<file path="config.mk">
export PLATFORM = sky130hd
export DESIGN_NAME = obis_value_extractor
export DESIGN_NICKNAME = d
export VERILOG_FILES = /design/src/hdl/obv_pkg.sv /design/src/hdl/obv_cfg_regs.sv /design/src/hdl/obv_matcher.sv /design/src/hdl/obv_capture_lane.sv /design/src/hdl/obis_value_extractor.sv
export SDC_FILE = /design/constraint.sdc
export NUM_CORES = 1
export LEC_CHECK = 0
export BUFFER_PORTS_ARGS = -buffer_cell sky130_fd_sc_hd__buf_2
export CORE_MARGIN = 2
export CORE_UTILIZATION = 54
export CTS_CLUSTER_DIAMETER = 80
export DETAILED_ROUTE_END_ITERATION = 6
export PLACE_DENSITY = 0.84
export SETUP_SLACK_MARGIN = 0.15
export SLEW_MARGIN = 20
export SYNTH_ARGS = -nofsm -noshare
export SYNTH_HDL_FRONTEND = slang
export SYNTH_SLANG_ARGS = --single-unit
</file>
<file path="constraint.sdc">
create_clock -name clk_i -period 8.9 [get_ports clk_i]
set_input_delay 1.78 -clock clk_i [delete_from_list [all_inputs] [get_ports clk_i]]
set_output_delay 1.78 -clock clk_i [all_outputs]
set_load 0.01 [all_outputs]
</file>
<file path="src/hdl/obv_pkg.sv">
// shared types, constants and register codes for the obis value extractor
`timescale 1ns / 1ps

package obv_pkg;

  localparam int NUM_CODES       = 4;
  localparam int CODE_BYTES_DEF  = 6;
  localparam int VALUE_BYTES_DEF = 4;
  localparam int CODE_REG_W      = 48;
  localparam int OFFSET_W        = 4;
  localparam int CFG_INDEX_W     = 3;
  localparam int OUT_W           = 32;

  localparam logic [CODE_REG_W-1:0] CODE_IN_PWR_RST  = 48'h0100_0107_00FF;
  localparam logic [CODE_REG_W-1:0] CODE_OUT_PWR_RST = 48'h0100_0207_00FF;
  localparam logic [CODE_REG_W-1:0] CODE_IN_TOT_RST  = 48'h0100_0108_00FF;
  localparam logic [CODE_REG_W-1:0] CODE_OUT_TOT_RST = 48'h0100_0208_00FF;
  localparam logic [OFFSET_W-1:0]   VALUE_OFFSET_RST = 4'd8;

  typedef enum logic [CFG_INDEX_W-1:0] {
    REG_CODE_IN_PWR  = 3'd0,
    REG_CODE_OUT_PWR = 3'd1,
    REG_CODE_IN_TOT  = 3'd2,
    REG_CODE_OUT_TOT = 3'd3,
    REG_VALUE_OFFSET = 3'd4
  } obv_reg_e;

  typedef struct packed {
    logic [NUM_CODES-1:0][CODE_REG_W-1:0] code;
    logic [OFFSET_W-1:0]                  value_offset;
  } obv_cfg_t;

  typedef struct packed {
    logic             found;
    logic [OUT_W-1:0] value;
  } obv_lane_res_t;

endpackage

</file>
<file path="src/hdl/obv_cfg_regs.sv">
// configuration register file: four obis codes and the value offset
`timescale 1ns / 1ps

module obv_cfg_regs (
  input  logic                                clk_i,
  input  logic                                rst_ni,
  input  logic                                cfg_we_i,
  input  logic [obv_pkg::CFG_INDEX_W-1:0]     cfg_index_i,
  input  logic [obv_pkg::CODE_REG_W-1:0]      cfg_data_i,
  output obv_pkg::obv_cfg_t                   cfg_o
);

  obv_pkg::obv_cfg_t cfg_q, cfg_d;

  always_comb begin
    cfg_d = cfg_q;
    if (cfg_we_i) begin
      unique case (obv_pkg::obv_reg_e'(cfg_index_i))
        obv_pkg::REG_CODE_IN_PWR:  cfg_d.code[0] = cfg_data_i;
        obv_pkg::REG_CODE_OUT_PWR: cfg_d.code[1] = cfg_data_i;
        obv_pkg::REG_CODE_IN_TOT:  cfg_d.code[2] = cfg_data_i;
        obv_pkg::REG_CODE_OUT_TOT: cfg_d.code[3] = cfg_data_i;
        obv_pkg::REG_VALUE_OFFSET:
          cfg_d.value_offset = cfg_data_i[obv_pkg::OFFSET_W-1:0];
        default: cfg_d = cfg_q;
      endcase
    end
  end

  always_ff @(posedge clk_i or negedge rst_ni) begin
    if (!rst_ni) begin
      cfg_q.code[0]      <= obv_pkg::CODE_IN_PWR_RST;
      cfg_q.code[1]      <= obv_pkg::CODE_OUT_PWR_RST;
      cfg_q.code[2]      <= obv_pkg::CODE_IN_TOT_RST;
      cfg_q.code[3]      <= obv_pkg::CODE_OUT_TOT_RST;
      cfg_q.value_offset <= obv_pkg::VALUE_OFFSET_RST;
    end else begin
      cfg_q <= cfg_d;
    end
  end

  assign cfg_o = cfg_q;

endmodule

</file>
<file path="src/hdl/obv_matcher.sv">
// sliding byte window and parallel compare against the four codes
`timescale 1ns / 1ps

module obv_matcher #(
  parameter int CODE_BYTES = obv_pkg::CODE_BYTES_DEF
) (
  input  logic                           clk_i,
  input  logic                           rst_ni,
  input  logic                           step_i,
  input  logic [7:0]                     byte_i,
  input  logic                           last_i,
  input  obv_pkg::obv_cfg_t              cfg_i,
  output logic [obv_pkg::NUM_CODES-1:0]  hit_o
);

  localparam int CODE_W = CODE_BYTES * 8;
  localparam int FILL_W = $clog2(CODE_BYTES + 1);

  logic [CODE_W-1:0] window_q, window_d;
  logic [FILL_W-1:0] fill_q, fill_d;

  assign window_d = CODE_W'({window_q, byte_i});
  assign fill_d   = (32'(fill_q) < CODE_BYTES) ? fill_q + FILL_W'(1) : fill_q;

  // compare against the window including the byte now arriving
  always_comb begin
    logic [CODE_W+obv_pkg::CODE_REG_W-1:0] code_ext;
    for (int i = 0; i < obv_pkg::NUM_CODES; i++) begin
      code_ext = {{CODE_W{1'b0}}, cfg_i.code[i]};
      hit_o[i] = (32'(fill_d) == CODE_BYTES) && (window_d == code_ext[CODE_W-1:0]);
    end
  end

  always_ff @(posedge clk_i or negedge rst_ni) begin
    if (!rst_ni) begin
      window_q <= '0;
      fill_q   <= '0;
    end else if (step_i) begin
      if (last_i) begin
        window_q <= '0;
        fill_q   <= '0;
      end else begin
        window_q <= window_d;
        fill_q   <= fill_d;
      end
    end
  end

endmodule

</file>
<file path="src/hdl/obv_capture_lane.sv">
// per-code capture: countdown, value shifter and held value
`timescale 1ns / 1ps

module obv_capture_lane #(
  parameter int VALUE_BYTES = obv_pkg::VALUE_BYTES_DEF,
  parameter int CNT_W       = 5
) (
  input  logic                   clk_i,
  input  logic                   rst_ni,
  input  logic                   step_i,
  input  logic [7:0]             byte_i,
  input  logic                   last_i,
  input  logic                   hit_i,
  input  logic [CNT_W-1:0]       load_i,
  output obv_pkg::obv_lane_res_t res_o
);

  localparam int SHIFT_W = VALUE_BYTES * 8;

  logic                       seen_q, seen_d;
  logic [CNT_W-1:0]           cnt_q, cnt_d, cnt_a;
  logic [SHIFT_W-1:0]         shift_q, shift_d, shift_a;
  logic                       done_q, done_d, done_a;
  logic [obv_pkg::OUT_W-1:0]  held_q, held_d;
  logic [SHIFT_W+obv_pkg::OUT_W-1:0] shift_ext;

  always_comb begin
    // capture step on the current word
    cnt_a   = cnt_q;
    shift_a = shift_q;
    done_a  = done_q;
    if (cnt_q != '0) begin
      if (32'(cnt_q) <= VALUE_BYTES) begin
        shift_a = SHIFT_W'({shift_q, byte_i});
      end
      cnt_a = cnt_q - CNT_W'(1);
      if (cnt_a == '0) begin
        done_a = 1'b1;
      end
    end

    shift_ext = {{obv_pkg::OUT_W{1'b0}}, shift_a};
    held_d    = done_a ? shift_ext[obv_pkg::OUT_W-1:0] : held_q;

    seen_d  = seen_q;
    cnt_d   = cnt_a;
    shift_d = shift_a;
    done_d  = done_a;
    // first occurrence only
    if (hit_i && !seen_q) begin
      seen_d  = 1'b1;
      cnt_d   = load_i;
      shift_d = '0;
    end
    if (last_i) begin
      seen_d  = 1'b0;
      cnt_d   = '0;
      shift_d = '0;
      done_d  = 1'b0;
    end
  end

  always_ff @(posedge clk_i or negedge rst_ni) begin
    if (!rst_ni) begin
      seen_q <= 1'b0;
      cnt_q  <= '0;
      done_q <= 1'b0;
      held_q <= '0;
    end else if (step_i) begin
      seen_q <= seen_d;
      cnt_q  <= cnt_d;
      done_q <= done_d;
      if (last_i) begin
        held_q <= held_d;
      end
    end
  end

  always_ff @(posedge clk_i) begin
    if (step_i) begin
      shift_q <= shift_d;
    end
  end

  assign res_o.found = done_a;
  assign res_o.value = held_d;

endmodule

</file>
<file path="src/hdl/obis_value_extractor.sv">
// top level of the obis value extractor
`timescale 1ns / 1ps

// takes a meter frame one byte per word, last_byte_i marking the final byte, and
// watches for four configurable obis codes (registers 0 to 3, first byte in the
// top bits); for the first occurrence of each code in a frame it captures the
// big-endian value whose first byte sits value_offset bytes after the byte just
// before the code (offsets not past the code mean the byte right after it). on
// the final byte one result word carries the four held values and a found flag
// per code; a missing or cut-off value keeps its previous held value with found
// at zero. throughput is one byte per clock: an input register feeds one short
// pass of window compare and capture logic, and a result register decouples the
// output, so input only stalls when a final byte meets a stalled, full result
// register. the result word is loaded as its final byte leaves the input register.
// configuration is to be written only while no frame is in flight.
module obis_value_extractor #(
  parameter int CODE_BYTES  = obv_pkg::CODE_BYTES_DEF,
  parameter int VALUE_BYTES = obv_pkg::VALUE_BYTES_DEF
) (
  input  logic                              clk_i,
  input  logic                              rst_ni,
  // configuration write port
  input  logic                              cfg_we_i,
  input  logic [obv_pkg::CFG_INDEX_W-1:0]   cfg_index_i,
  input  logic [obv_pkg::CODE_REG_W-1:0]    cfg_data_i,
  // byte input channel
  input  logic                              in_valid_i,
  output logic                              in_stall_o,
  input  logic [7:0]                        frame_byte_i,
  input  logic                              last_byte_i,
  // result channel
  output logic                              out_valid_o,
  input  logic                              out_stall_i,
  output logic [obv_pkg::OUT_W-1:0]         input_power_w_o,
  output logic [obv_pkg::OUT_W-1:0]         output_power_w_o,
  output logic [obv_pkg::OUT_W-1:0]         total_input_wh_o,
  output logic [obv_pkg::OUT_W-1:0]         total_output_wh_o,
  output logic                              found_input_power_o,
  output logic                              found_output_power_o,
  output logic                              found_total_input_o,
  output logic                              found_total_output_o
);

  // countdown holds offset gap minus one plus the value length
  localparam int CNT_W = $clog2(16 + VALUE_BYTES);

  obv_pkg::obv_cfg_t                        cfg;
  logic [obv_pkg::NUM_CODES-1:0]            hit;
  obv_pkg::obv_lane_res_t [obv_pkg::NUM_CODES-1:0] lane_res;
  logic [CNT_W-1:0]                         load;

  // input register
  logic       in_valid_q;
  logic [7:0] byte_q;
  logic       last_q;

  logic advance;
  logic in_accept;

  // result register
  logic                                     out_valid_q;
  logic [obv_pkg::NUM_CODES-1:0][obv_pkg::OUT_W-1:0] value_q;
  logic [obv_pkg::NUM_CODES-1:0]            found_q;

  obv_cfg_regs u_cfg (
    .clk_i       (clk_i),
    .rst_ni      (rst_ni),
    .cfg_we_i    (cfg_we_i),
    .cfg_index_i (cfg_index_i),
    .cfg_data_i  (cfg_data_i),
    .cfg_o       (cfg)
  );

  // a final byte may only move on if the result register can take it
  assign advance    = in_valid_q && !(last_q && out_valid_q && out_stall_i);
  assign in_stall_o = in_valid_q && !advance;
  assign in_accept  = in_valid_i && !in_stall_o;

  always_ff @(posedge clk_i or negedge rst_ni) begin
    if (!rst_ni) begin
      in_valid_q <= 1'b0;
    end else if (!in_stall_o) begin
      in_valid_q <= in_valid_i;
    end
  end

  always_ff @(posedge clk_i) begin
    if (in_accept) begin
      byte_q <= frame_byte_i;
      last_q <= last_byte_i;
    end
  end

  // capture length after a match, from the configured offset
  always_comb begin
    if (32'(cfg.value_offset) > CODE_BYTES) begin
      load = CNT_W'(32'(cfg.value_offset) - CODE_BYTES - 1 + VALUE_BYTES);
    end else begin
      load = CNT_W'(VALUE_BYTES);
    end
  end

  obv_matcher #(
    .CODE_BYTES (CODE_BYTES)
  ) u_matcher (
    .clk_i  (clk_i),
    .rst_ni (rst_ni),
    .step_i (advance),
    .byte_i (byte_q),
    .last_i (last_q),
    .cfg_i  (cfg),
    .hit_o  (hit)
  );

  for (genvar g = 0; g < obv_pkg::NUM_CODES; g++) begin : g_lane
    obv_capture_lane #(
      .VALUE_BYTES (VALUE_BYTES),
      .CNT_W       (CNT_W)
    ) u_lane (
      .clk_i  (clk_i),
      .rst_ni (rst_ni),
      .step_i (advance),
      .byte_i (byte_q),
      .last_i (last_q),
      .hit_i  (hit[g]),
      .load_i (load),
      .res_o  (lane_res[g])
    );
  end

  // result register, loaded on a final byte
  always_ff @(posedge clk_i or negedge rst_ni) begin
    if (!rst_ni) begin
      out_valid_q <= 1'b0;
    end else if (advance && last_q) begin
      out_valid_q <= 1'b1;
    end else if (!out_stall_i) begin
      out_valid_q <= 1'b0;
    end
  end

  always_ff @(posedge clk_i) begin
    if (advance && last_q) begin
      for (int i = 0; i < obv_pkg::NUM_CODES; i++) begin
        value_q[i] <= lane_res[i].value;
        found_q[i] <= lane_res[i].found;
      end
    end
  end

  assign out_valid_o          = out_valid_q;
  assign input_power_w_o      = value_q[0];
  assign output_power_w_o     = value_q[1];
  assign total_input_wh_o     = value_q[2];
  assign total_output_wh_o    = value_q[3];
  assign found_input_power_o  = found_q[0];
  assign found_output_power_o = found_q[1];
  assign found_total_input_o  = found_q[2];
  assign found_total_output_o = found_q[3];

`ifndef SYNTHESIS
  // input only stalls behind a final byte facing a blocked result word
  a_stall_cause : assert property (@(posedge clk_i) disable iff (!rst_ni)
    in_stall_o |-> (in_valid_q && last_q && out_valid_o && out_stall_i))
    else $error("input stalled without a blocked final byte");

  // a final byte that moves on always produces a result word
  a_result_loaded : assert property (@(posedge clk_i) disable iff (!rst_ni)
    (advance && last_q) |=> out_valid_o)
    else $error("final byte produced no result word");

  // no result word appears unless a final byte was processed
  a_no_spurious : assert property (@(posedge clk_i) disable iff (!rst_ni)
    !(advance && last_q) |=> (out_valid_o == $past(out_valid_o && out_stall_i)))
    else $error("result word appeared without a final byte");
`endif

endmodule
</file>
== Word level (Yosys, flattened, before mapping) ==
Index checks and enable logic that the tools add are counted.

* Register bits after elaboration: 666
* Bits of input ports: 65
* Output and inout port bits: 134
* Logic and storage cells: 166

* Add/subtract/negate cells: 8
* $lt $le $gt $ge: 6
* Equality and inequality tests: 10
* Multiplexer cells: 50
* Reductions and logical operators: 56

{| class="wikitable"
|+ Operators with widths
! kind !! count
|-
| two-way mux 32 bit || 12
|-
| == test 48 bit || 4
|-
| two-way mux 5 bit || 13
|-
| two-way mux 40 bit || 1
|-
| AND reduction 2 bit || 14
|-
| two-way mux 1 bit || 22
|-
| less-or-equal comparator 5 x 3 -> 1 bit, second input constant || 4
|-
| logical NOT 5 bit || 4
|-
| nonzero test 5 bit || 4
|-
| subtractor 5 x 1 -> 5 bit, second input constant || 4
|-
| logical AND 1 bit || 14
|-
| nonzero test 3 bit || 4
|-
| nonzero test 2 bit || 4
|-
| OR reduction 2 bit || 4
|-
| logical NOT 1 bit || 7
|-
| == test 3 x 2 -> 1 bit, second input constant || 2
|-
| == test 3 bit, second input constant || 2
|-
| two-way mux 3 bit || 2
|-
| adder 5 x 4 -> 5 bit, second input constant || 1
|-
| subtractor 4 x 3 -> 5 bit, second input constant || 1
|-
| subtractor 5 x 2 -> 5 bit, second input constant || 1
|-
| greater-than comparator 4 x 3 -> 1 bit, second input constant || 1
|-
| adder 3 x 1 -> 3 bit, second input constant || 1
|-
| == test 3 x 1 -> 1 bit, second input constant || 1
|-
| 3 further kinds || 3
|}

== Longest topological paths before layout ==
Gate-level depths: netlist of run 1.

* Depth in word-level cells: 8
* Depth in mapped cells: 10
* Mapped depth without buffers: 8

== Modules after synthesis ==
A second synthesis of run 1 with hierarchy kept.

* Cells, all modules: 2140
* Area total of the unflattened synthesis: 32005.7 sq um

{| class="wikitable"
|+ Modules (own cells, without submodules)
! module !! instances !! cells each !! area each (sq um) !! sequential area each (sq um)
|-
| obv_capture_lane || 4 || 269 || 3923.8 || 1936.9
|-
| obv_cfg_regs || 1 || 417 || 7549.7 || 4966.0
|-
| obis_value_extractor || 1 || 166 || 4424.2 || 4284.1
|-
| obv_matcher || 1 || 481 || 4336.7 || 1076.0
|}

== Worst setup path before layout of run 1 ==
OpenSTA, ideal clock, no wires.

* Kind: input port to flip-flop
* From: in out_stall_i
* To: reg g_lane[0].u_lane.held_q[24] in the netlist's numbering
* Setup time: 85 ps
* Arrival: 6864 ps
* Required time: 8815 ps
* Path slack: 1951 ps
* Stages on the path: 7
* Buffers on the path: 1
* Cells stage by stage: nand3_1 -> nand2_1 -> inv_1 -> nand2_1 -> inv_2 -> buf_1 -> mux2_2

* Cells in the longest elaborated chain, start to end: 4

{| class="wikitable"
|+ Ends and longest elaborated chain
! element !! line !! RTL
|-
| start: declaration || obis_value_extractor.sv:33 || <nowiki>input logic out_stall_i,</nowiki>
|-
| logical AND 1 bit || obis_value_extractor.sv:75 || <nowiki>assign advance = in_valid_q && !(last_q && out_valid_q && out_stall_i);</nowiki>
|-
| logical NOT 1 bit || obis_value_extractor.sv:75 ||
|-
| logical AND 1 bit || obis_value_extractor.sv:75 ||
|-
| AND reduction 2 bit (no line) || n/a ||
|-
| end signal: assignment || obv_capture_lane.sv:74 || <nowiki>held_q <= held_d;</nowiki>
|-
| end: declaration || obv_capture_lane.sv:24 || <nowiki>logic [obv_pkg::OUT_W-1:0] held_q, held_d;</nowiki>
|}

No other way between the ends.
A chain may end at the register's enable or synchronous reset.

== Final worst setup path of run 1 ==
* From: in out_stall_i
* To: reg g_lane[1].u_lane.held_q[13] in the netlist's numbering

* Cells in the longest elaborated chain, start to end: 4

{| class="wikitable"
|+ Ends and longest elaborated chain
! element !! line
|-
| logical AND 1 bit || obis_value_extractor.sv:75
|-
| logical NOT 1 bit || obis_value_extractor.sv:75
|-
| logical AND 1 bit || obis_value_extractor.sv:75
|-
| AND reduction 2 bit (no line) || n/a
|-
| end signal: assignment || obv_capture_lane.sv:74
|-
| end: declaration || obv_capture_lane.sv:24
|}

No other way between the ends.

==> results of run 1 <==
## final timing paths
check	from	endpoint
max	out_stall_i	g_lane[1].u_lane.held_q[13]$_DFFE_PN0P_
min	g_lane[2].u_lane.held_q[6]$_DFFE_PN0P_	g_lane[2].u_lane.held_q[6]$_DFFE_PN0P_
max reg2reg	last_q$_DFFE_PP_	g_lane[1].u_lane.held_q[13]$_DFFE_PN0P_
min reg2reg	g_lane[2].u_lane.held_q[6]$_DFFE_PN0P_	g_lane[2].u_lane.held_q[6]$_DFFE_PN0P_
max in group asynchronous	rst_ni	g_lane[1].u_lane.held_q[0]$_DFFE_PN0P_
min in group asynchronous	rst_ni	g_lane[2].u_lane.held_q[20]$_DFFE_PN0P_
## cells in the final DEF, fill, tap and decap left out, drive strengths merged, types with 3 or more instances in the layout
cell / n
o211a: 3
a21oi: 143
clkinv: 13
nand2: 148
dfrtp: 348
inv: 26
clkbuf: 109
a211o: 3
dfstp: 49
nor2: 278
nor3b: 5
nor3: 8
xor2: 99
a221o: 3
xnor2: 102
mux2: 291
o21ai: 46
o211ai: 6
or2: 6
a41o: 4
nor2b: 6
or3: 3
o31ai: 3
o221ai: 3
nor4: 36
nand3: 48
or4: 5
mux2i: 135
nand3b: 5
ha: 15
edfxtp: 269
nand2b: 4
buf: 217
and2: 4
nand4: 49
## per-layer routing
metal  track usage [%]  wire [um]  up-vias
met5                 0         11        -
met4             9.682       2404        2
met3             4.003       4436      152
met2             41.21      34540      720
met1             33.96      29390     9601
li1                  -          -     8507
## cell type report
cell class | count | share of cell area, %
Timing Repair Buffer | 217 | 3.492
Multi-Input combinational cell | 1484 | 32.31
Inverter | 23 | 0.2985
Sequential cell | 666 | 54.59
Clock buffer | 109 | 6.167
Tap cell | 696 | 2.630
Clock inverter | 19 | 0.5215
## cells in the mapped netlist, drive strengths merged, types with 2 or more instances
library cell / number
a41o: 4
nor2: 278
clkbuf: 76
o41ai: 2
o21ai: 46
nor3b: 5
and2: 4
o221ai: 3
a21oi: 143
or4: 5
a21boi: 2
mux2: 291
xor2: 99
o211a: 3
or3: 3
edfxtp: 269
nor2b: 6
o211ai: 6
dfrtp: 348
dfstp: 49
ha: 15
nor3: 8
nand3b: 5
buf: 88
nand2: 148
o21a: 2
a211o: 3
o31ai: 3
xnor2: 102
inv: 23
mux2i: 135
nor4: 36
nand4: 49
nand2b: 4
nand3: 48
a21o: 2
a221o: 3
or2: 6
or4b: 2
## cell families (layout without fill, tap and decap cells)
| group | after synthesis | count (layout) | share of synthesized area (%) |
|---|---|---|---|
| multiplexers | 426 | 426 | 15.67 |
| AND/OR/NAND/NOR | 611 | 611 | 9.323 |
| adder cells (fa/ha/maj) | 15 | 15 | 0.6354 |
| AO/OA/AOI/OAI | 231 | 231 | 4.426 |
| buffers and inverters | 187 | 368 | 2.804 |
| XOR/XNOR | 201 | 201 | 5.960 |
| flip-flops | 666 | 666 | 61.18 |
## critical path, stage by stage
cell     delay, ns
buf_2         0.11
nand3_1       0.09
nand2_2       0.06
buf_4         0.38
inv_6         0.56
nand2_1       0.41
inv_8         0.64
buf_4         0.56
mux2_2        0.41
## registers in the layout, summed over array words and instances (netlist names), 4 cells and up
name,flops
g_lane.u_lane.done_q,4
input_power_w_o,32
found_q,4
byte_q,8
total_output_wh_o,32
g_lane.u_lane.seen_q,4
output_power_w_o,32
u_cfg.cfg_o,196
g_lane.u_lane.cnt_q,20
u_matcher.window_q,40
g_lane.u_lane.shift_q,128
total_input_wh_o,32
g_lane.u_lane.held_q,128
## report_power, final
group	internal [mW]	leakage [nW]	total [mW]	switching [mW]
Sequential	4.28	7.50	4.80	0.520
Combinational	1.44	5.58	3.40	1.96
Clock	1.64	1.08	2.83	1.19
==> flow_summary.yaml, run 1 <==
die:
  die-area_sq_mm: 0.05659
  rows: 85
  die_w_um: 237.9
  pin_count: 199
  coreArea_sq_mm: 0.05392
  start_util_pct: 54.78
  die_y_um: 237.9
timing:
  hold_slack_ns: 0.4827
  finalCriticalPeriod_ns: 4.684
  setup-tns-final_ns: 0
  rsz0062_at_grt: "no"
  worst_pin_slew_ns: 1.095
  slew_violations: 0
  postLayoutSetupSlackWorst_ns: 4.216
  fin_skew_ns: 0.03636
  setup_viol: 0
  hold_viol_final: 0
  maxSlewHeadroom_pct: 26.79
  fin_crit_sh_pct: 52.63
  clock.fmax_mhz: 213.5
cts:
  clockBufferDepth: 3
  cts.sinks: 666
  cts_resized: 0
  path_clk_slew_ns: 0.06
  post_cts_buffers: 0
  root_buffer: "clkbuf_16"
  ctsHoldBuffers: 0
  cts_tree: "done"
  htreeDepth: 3
  clk_latency_ns: 0.61
  cts_buffers: 70
synth:
  ys_async_sr_fraction_pct: 59.61
  synth_largest_area_cell: "dfrtp_1"
  synth.distinct_cells: 60
  ys_seq_area_share_pct: 61.18
  synth_seq_cells: 666
  yosys_warnings: 0
  synth_edf_count: 269
  syn-mean-instance-area_sq_um: 12.64
  synth_top_area_share_pct: 29.48
  synthCells: 2337
  synth_ff_type: "dfrtp_1"
  syn_area_sq_mm: 0.02954
  synthTopCellsByArea: "dfrtp_1 29%, edfxtp_1 27%, mux2_2 11%, mux2i_1 4.6%, dfstp_2 4.4%"
  syn_nets: 2417
routing:
  vias: 18982
  post-route-drc-count: 0
  wl_per_cell_um: 22.02
  wl_um: 70780
  drt-initial-drc-count: 1621
  drtPass1Iterations: 5
  drtAntennaViolNets: 0
  avgViaCountPerCell: 5.906
layout:
  nFillCells: 4004
  fin_util_pct: 61.41
  finalNetCount: 2542
  design_area_sq_mm: 0.03311
  multi_input_area_sq_mm: 0.01070
  area_delta_synth_final_pct: 12.09
  drive_above_1_share_pct: 27.16
  regArea_sq_mm: 0.01807
  antenna_cells: 0
  final_cell_count_no_fill: 3214
placement:
  place_congestion: 0.9259
  dp_hpwl_um: 46640
  place_area_sq_mm: 0.03088
  pre_cts_ws_ns: 3.678
  post-place-cells: 3086
  portBuffers: 198
setup_path:
  worstPathArrival_ns: 5.16
  crit_fanout: 114
  worstPathRequired_ns: 9.37
  critPathLaunchType: "input port"
  ff2ff_setup_slack_ns: 4.76
  cp-end-kind: "flip-flop"
  r2r_cells: 8
  worstSetupPathType: "in2reg"
power:
  p_leak_nw: 14.17
  power_mw: 11.03
  p_per_area_mw_per_mm2: 333.2
  ir_drop_mv: 0.1875
grt:
  grt_pass1_vias: 19075
  grt_pass1_wl_um: 109500
  antenna_found_initial: 1
  grt_usage_pct: 25.13
  overflow: 0
  grt_start_max_net_pins: 177
hold_path:
  hp-class: "reg2reg"
  whs_path_depth: 2
outcome:
  status: "finished clean"
flow_run:
  maxCapViolCount: 0
Note: power is estimated with default switching activity, not from simulation.
==> run 2, diff against run 1 <==
--- a/config.mk
+++ b/config.mk
@@ -5,6 +5,7 @@
 export SDC_FILE = /design/constraint.sdc
 export NUM_CORES = 1
 export LEC_CHECK = 0
+export ABC_AREA = 1
 export BUFFER_PORTS_ARGS = -buffer_cell sky130_fd_sc_hd__buf_2
 export CORE_MARGIN = 2
 export CORE_UTILIZATION = 54
==> constraint.sdc (replaced) <==
create_clock -name clk_i -period 4.4 [get_ports clk_i]
set_input_delay 0.88 -clock clk_i [delete_from_list [all_inputs] [get_ports clk_i]]
set_output_delay 0.88 -clock clk_i [all_outputs]
set_load 0.01 [all_outputs]
==> flow_summary.yaml, run 2 <==
outcome:
  status: "finished clean"
layout:
  final_cell_mix: "1219 x nand2_1, 348 x dfrtp_1, 299 x nor2_1, 287 x inv_1, 269 x edfxtp_1"
  layout_commonest_cell: "nand2_1"
  area_delta_synth_final_pct: 12.11
  fin_util_pct: 61.34
  final_cell_count_no_fill: 4375
  largest_reg_flops: 196
  finalNetCount: 3641
  drive_above_1_share_pct: 15.81
  nFillCells: 4468
synth:
  synth_top_family_by_area: "simple AND/OR/NAND/NOR gates"
  synth_compound_area_share_pct: 9.897
  syn_nets: 3505
  ys_top_cells_by_count: "1221 x nand2_1, 348 x dfrtp_1, 299 x nor2_1, 287 x inv_1, 269 x edfxtp_1"
  synthCells: 3425
  synth_ff_type: "dfrtp_1"
  ys_seq_area_share_pct: 58.47
  synth_largest_area_cell: "dfrtp_1"
  muxShareOfSynthArea_pct: 0.1295
  synth_seq_cells: 666
  yosysMostFrequentCell: "nand2_1"
  synth_xor_area_share_pct: 2.708
  synth_top_area_share_pct: 28.17
  synth.distinct_cells: 46
  synthTopCellsByArea: "dfrtp_1 28%, edfxtp_1 26%, nand2_1 15%, o21ai_0 4.3%, dfstp_2 4.2%"
  yosys_warnings: 0
  synth_edf_count: 269
  synth-adder-area-share_pct: 0.6072
  yosys.area_share.simple_pct: 21.09
  syn-mean-instance-area_sq_um: 9.025
  ys_async_sr_fraction_pct: 59.61
  syn_area_sq_mm: 0.03091
setup_path:
  worstSetupPathType: "reg2reg"
  worstPathArrival_ns: 3.44
  critPathLaunchType: "flip-flop"
  ff2ff_setup_slack_ns: 1.26
  crit_fanout: 131
  cp-end-kind: "flip-flop"
  worstPathRequired_ns: 4.70
routing:
  avgViaCountPerCell: 5.281
  vias: 23103
  drtPass1Iterations: 6
  drtAntennaViolNets: 0
  post-route-drc-count: 0
  drt-initial-drc-count: 2310
  wl_um: 69920
  wl_per_cell_um: 15.98
grt:
  overflow: 0
  grt_pass1_vias: 22216
  grt_usage_pct: 23.95
  antenna_found_initial: 1
  grt_pass1_wl_um: 114100
  grt_start_max_net_pins: 178
timing:
  setup-tns-final_ns: 0
  rsz0062_at_grt: "no"
  slew_violations: 0
  hold_viol_final: 0
  clock.fmax_mhz: 318.2
  fin_crit_sh_pct: 71.43
  setup_viol: 0
  worst_pin_slew_ns: 1.093
  maxSlewHeadroom_pct: 27.12
  fin_skew_ns: 0.02824
  finalCriticalPeriod_ns: 3.143
die:
  rows: 87
  start_util_pct: 54.71
  die-area_sq_mm: 0.05917
  die_y_um: 243.3
  pin_count: 199
  die_w_um: 243.3
  coreArea_sq_mm: 0.05650
power:
  p_leak_nw: 16.45
  power_mw: 22.16
  ir_drop_mv: 0.4692
  p_per_area_mw_per_mm2: 639.6
cts:
  cts_resized: 0
  clockBufferDepth: 3
  path_clk_slew_ns: 0.06
  htreeDepth: 3
  cts_buffers: 70
  cts.sinks: 666
  post_cts_buffers: 0
  clk_latency_ns: 0.63
  cts_tree: "done"
  ctsHoldBuffers: 0
  root_buffer: "clkbuf_16"
hold_path:
  hp-class: "in2async"
flow_run:
  maxCapViolCount: 0
placement:
  dp_hpwl_um: 44440
  portBuffers: 198
  post-place-cells: 4245
  place_congestion: 0.8191
run 2: cell count changes after synthesis, moves of 29 or more:
cell / change
mux2i_1: -131
xor2_1: -29
nor4_1: -34
nand2_1: +1073
a21oi_1: -70
inv_2: +43
inv_1: +265
xnor2_1: -82
o21ai_1: +45
mux2_2: -291
o22ai_1: +35
o21ai_0: +221
o21ai_2: +98
run 2: area by class of cell:
cell class | instances | area [sq um] | area share (%)
inverters | 331 | 1255 | 3.621
well taps | 756 | 945.9 | 2.730
repair buffers | 222 | 1294 | 3.733
multi-input cells | 2270 | 10680 | 30.82
clock inverters | 29 | 332.8 | 0.9604
diodes | 1 | 2.502 | 0.007221
flip-flops and latches | 666 | 18070 | 52.15
clock buffers | 100 | 2069 | 5.972
run 2: through the flow:
step	area, sq um	hold WS [ns]	setup slack, ns
floorplan	30930	0.4418	0.6191
global placement	32250	0.4580	1.261
detailed placement	32250	0.4643	1.239
CTS	34650	0.3315	1.285
global route	34650	0.3691	1.034
finish	34650	0.2900	1.257
run 2: routing by layer:
layer	routed length [um]	GRT usage (%)	vias up
li1	-	-	11175
met1	29680	32.06	11029
met2	33740	39.71	755
met3	4307	3.470	144
met4	2194	9.257	0
met5	0	0	-
run 2: cell families (layout without fill, tap and decap cells):
| family | Yosys count | count (layout) |
|---|---|---|
| and+or+nand+nor | 1633 | 1633 |
| DFF | 666 | 666 |
| AOI/OAI and AO/OA | 525 | 525 |
| buffers and inverters | 489 | 682 |
| xor gates and xnor gates | 93 | 93 |
| adders and majority gates | 15 | 15 |
| muxes | 4 | 4 |
| other | 0 | 1 |
run 2: worst paths after layout:
| kind | start | cells past startpoint | end |
|---|---|---|---|
| worst max-delay path | last_q$_DFFE_PP_ | 7 | total_input_wh_o[26]$_DFFE_PP_ |
| worst min-delay path | rst_ni | 1 | g_lane[1].u_lane.held_q[25]$_DFFE_PN0P_ |
| worst max register to register | last_q$_DFFE_PP_ | 7 | total_input_wh_o[26]$_DFFE_PP_ |
| worst min register to register | g_lane[0].u_lane.held_q[11]$_DFFE_PN0P_ | 2 | g_lane[0].u_lane.held_q[11]$_DFFE_PN0P_ |
| max in group asynchronous | rst_ni | 2 | u_cfg.cfg_o[68]$_DFFE_PN1P_ |
| min in group clk_i | frame_byte_i[6] | 1 | byte_q[6]$_DFFE_PP_ |
run 2: power by group:
part           internal, mW  switching, mW  total [mW]
logic                  2.18           4.67        6.85
registers              8.35          0.834        9.19
clock network          3.65           2.48        6.13
total                  14.2           7.98        22.2
run 2: critical path, stage by stage (launching register included):
cell      delay (ns)
edfxtp_1        0.49
inv_2           0.46
o21ai_1         0.14
buf_4           0.22
inv_6           0.09
nand2_4         0.24
inv_8           0.68
buf_4           0.39
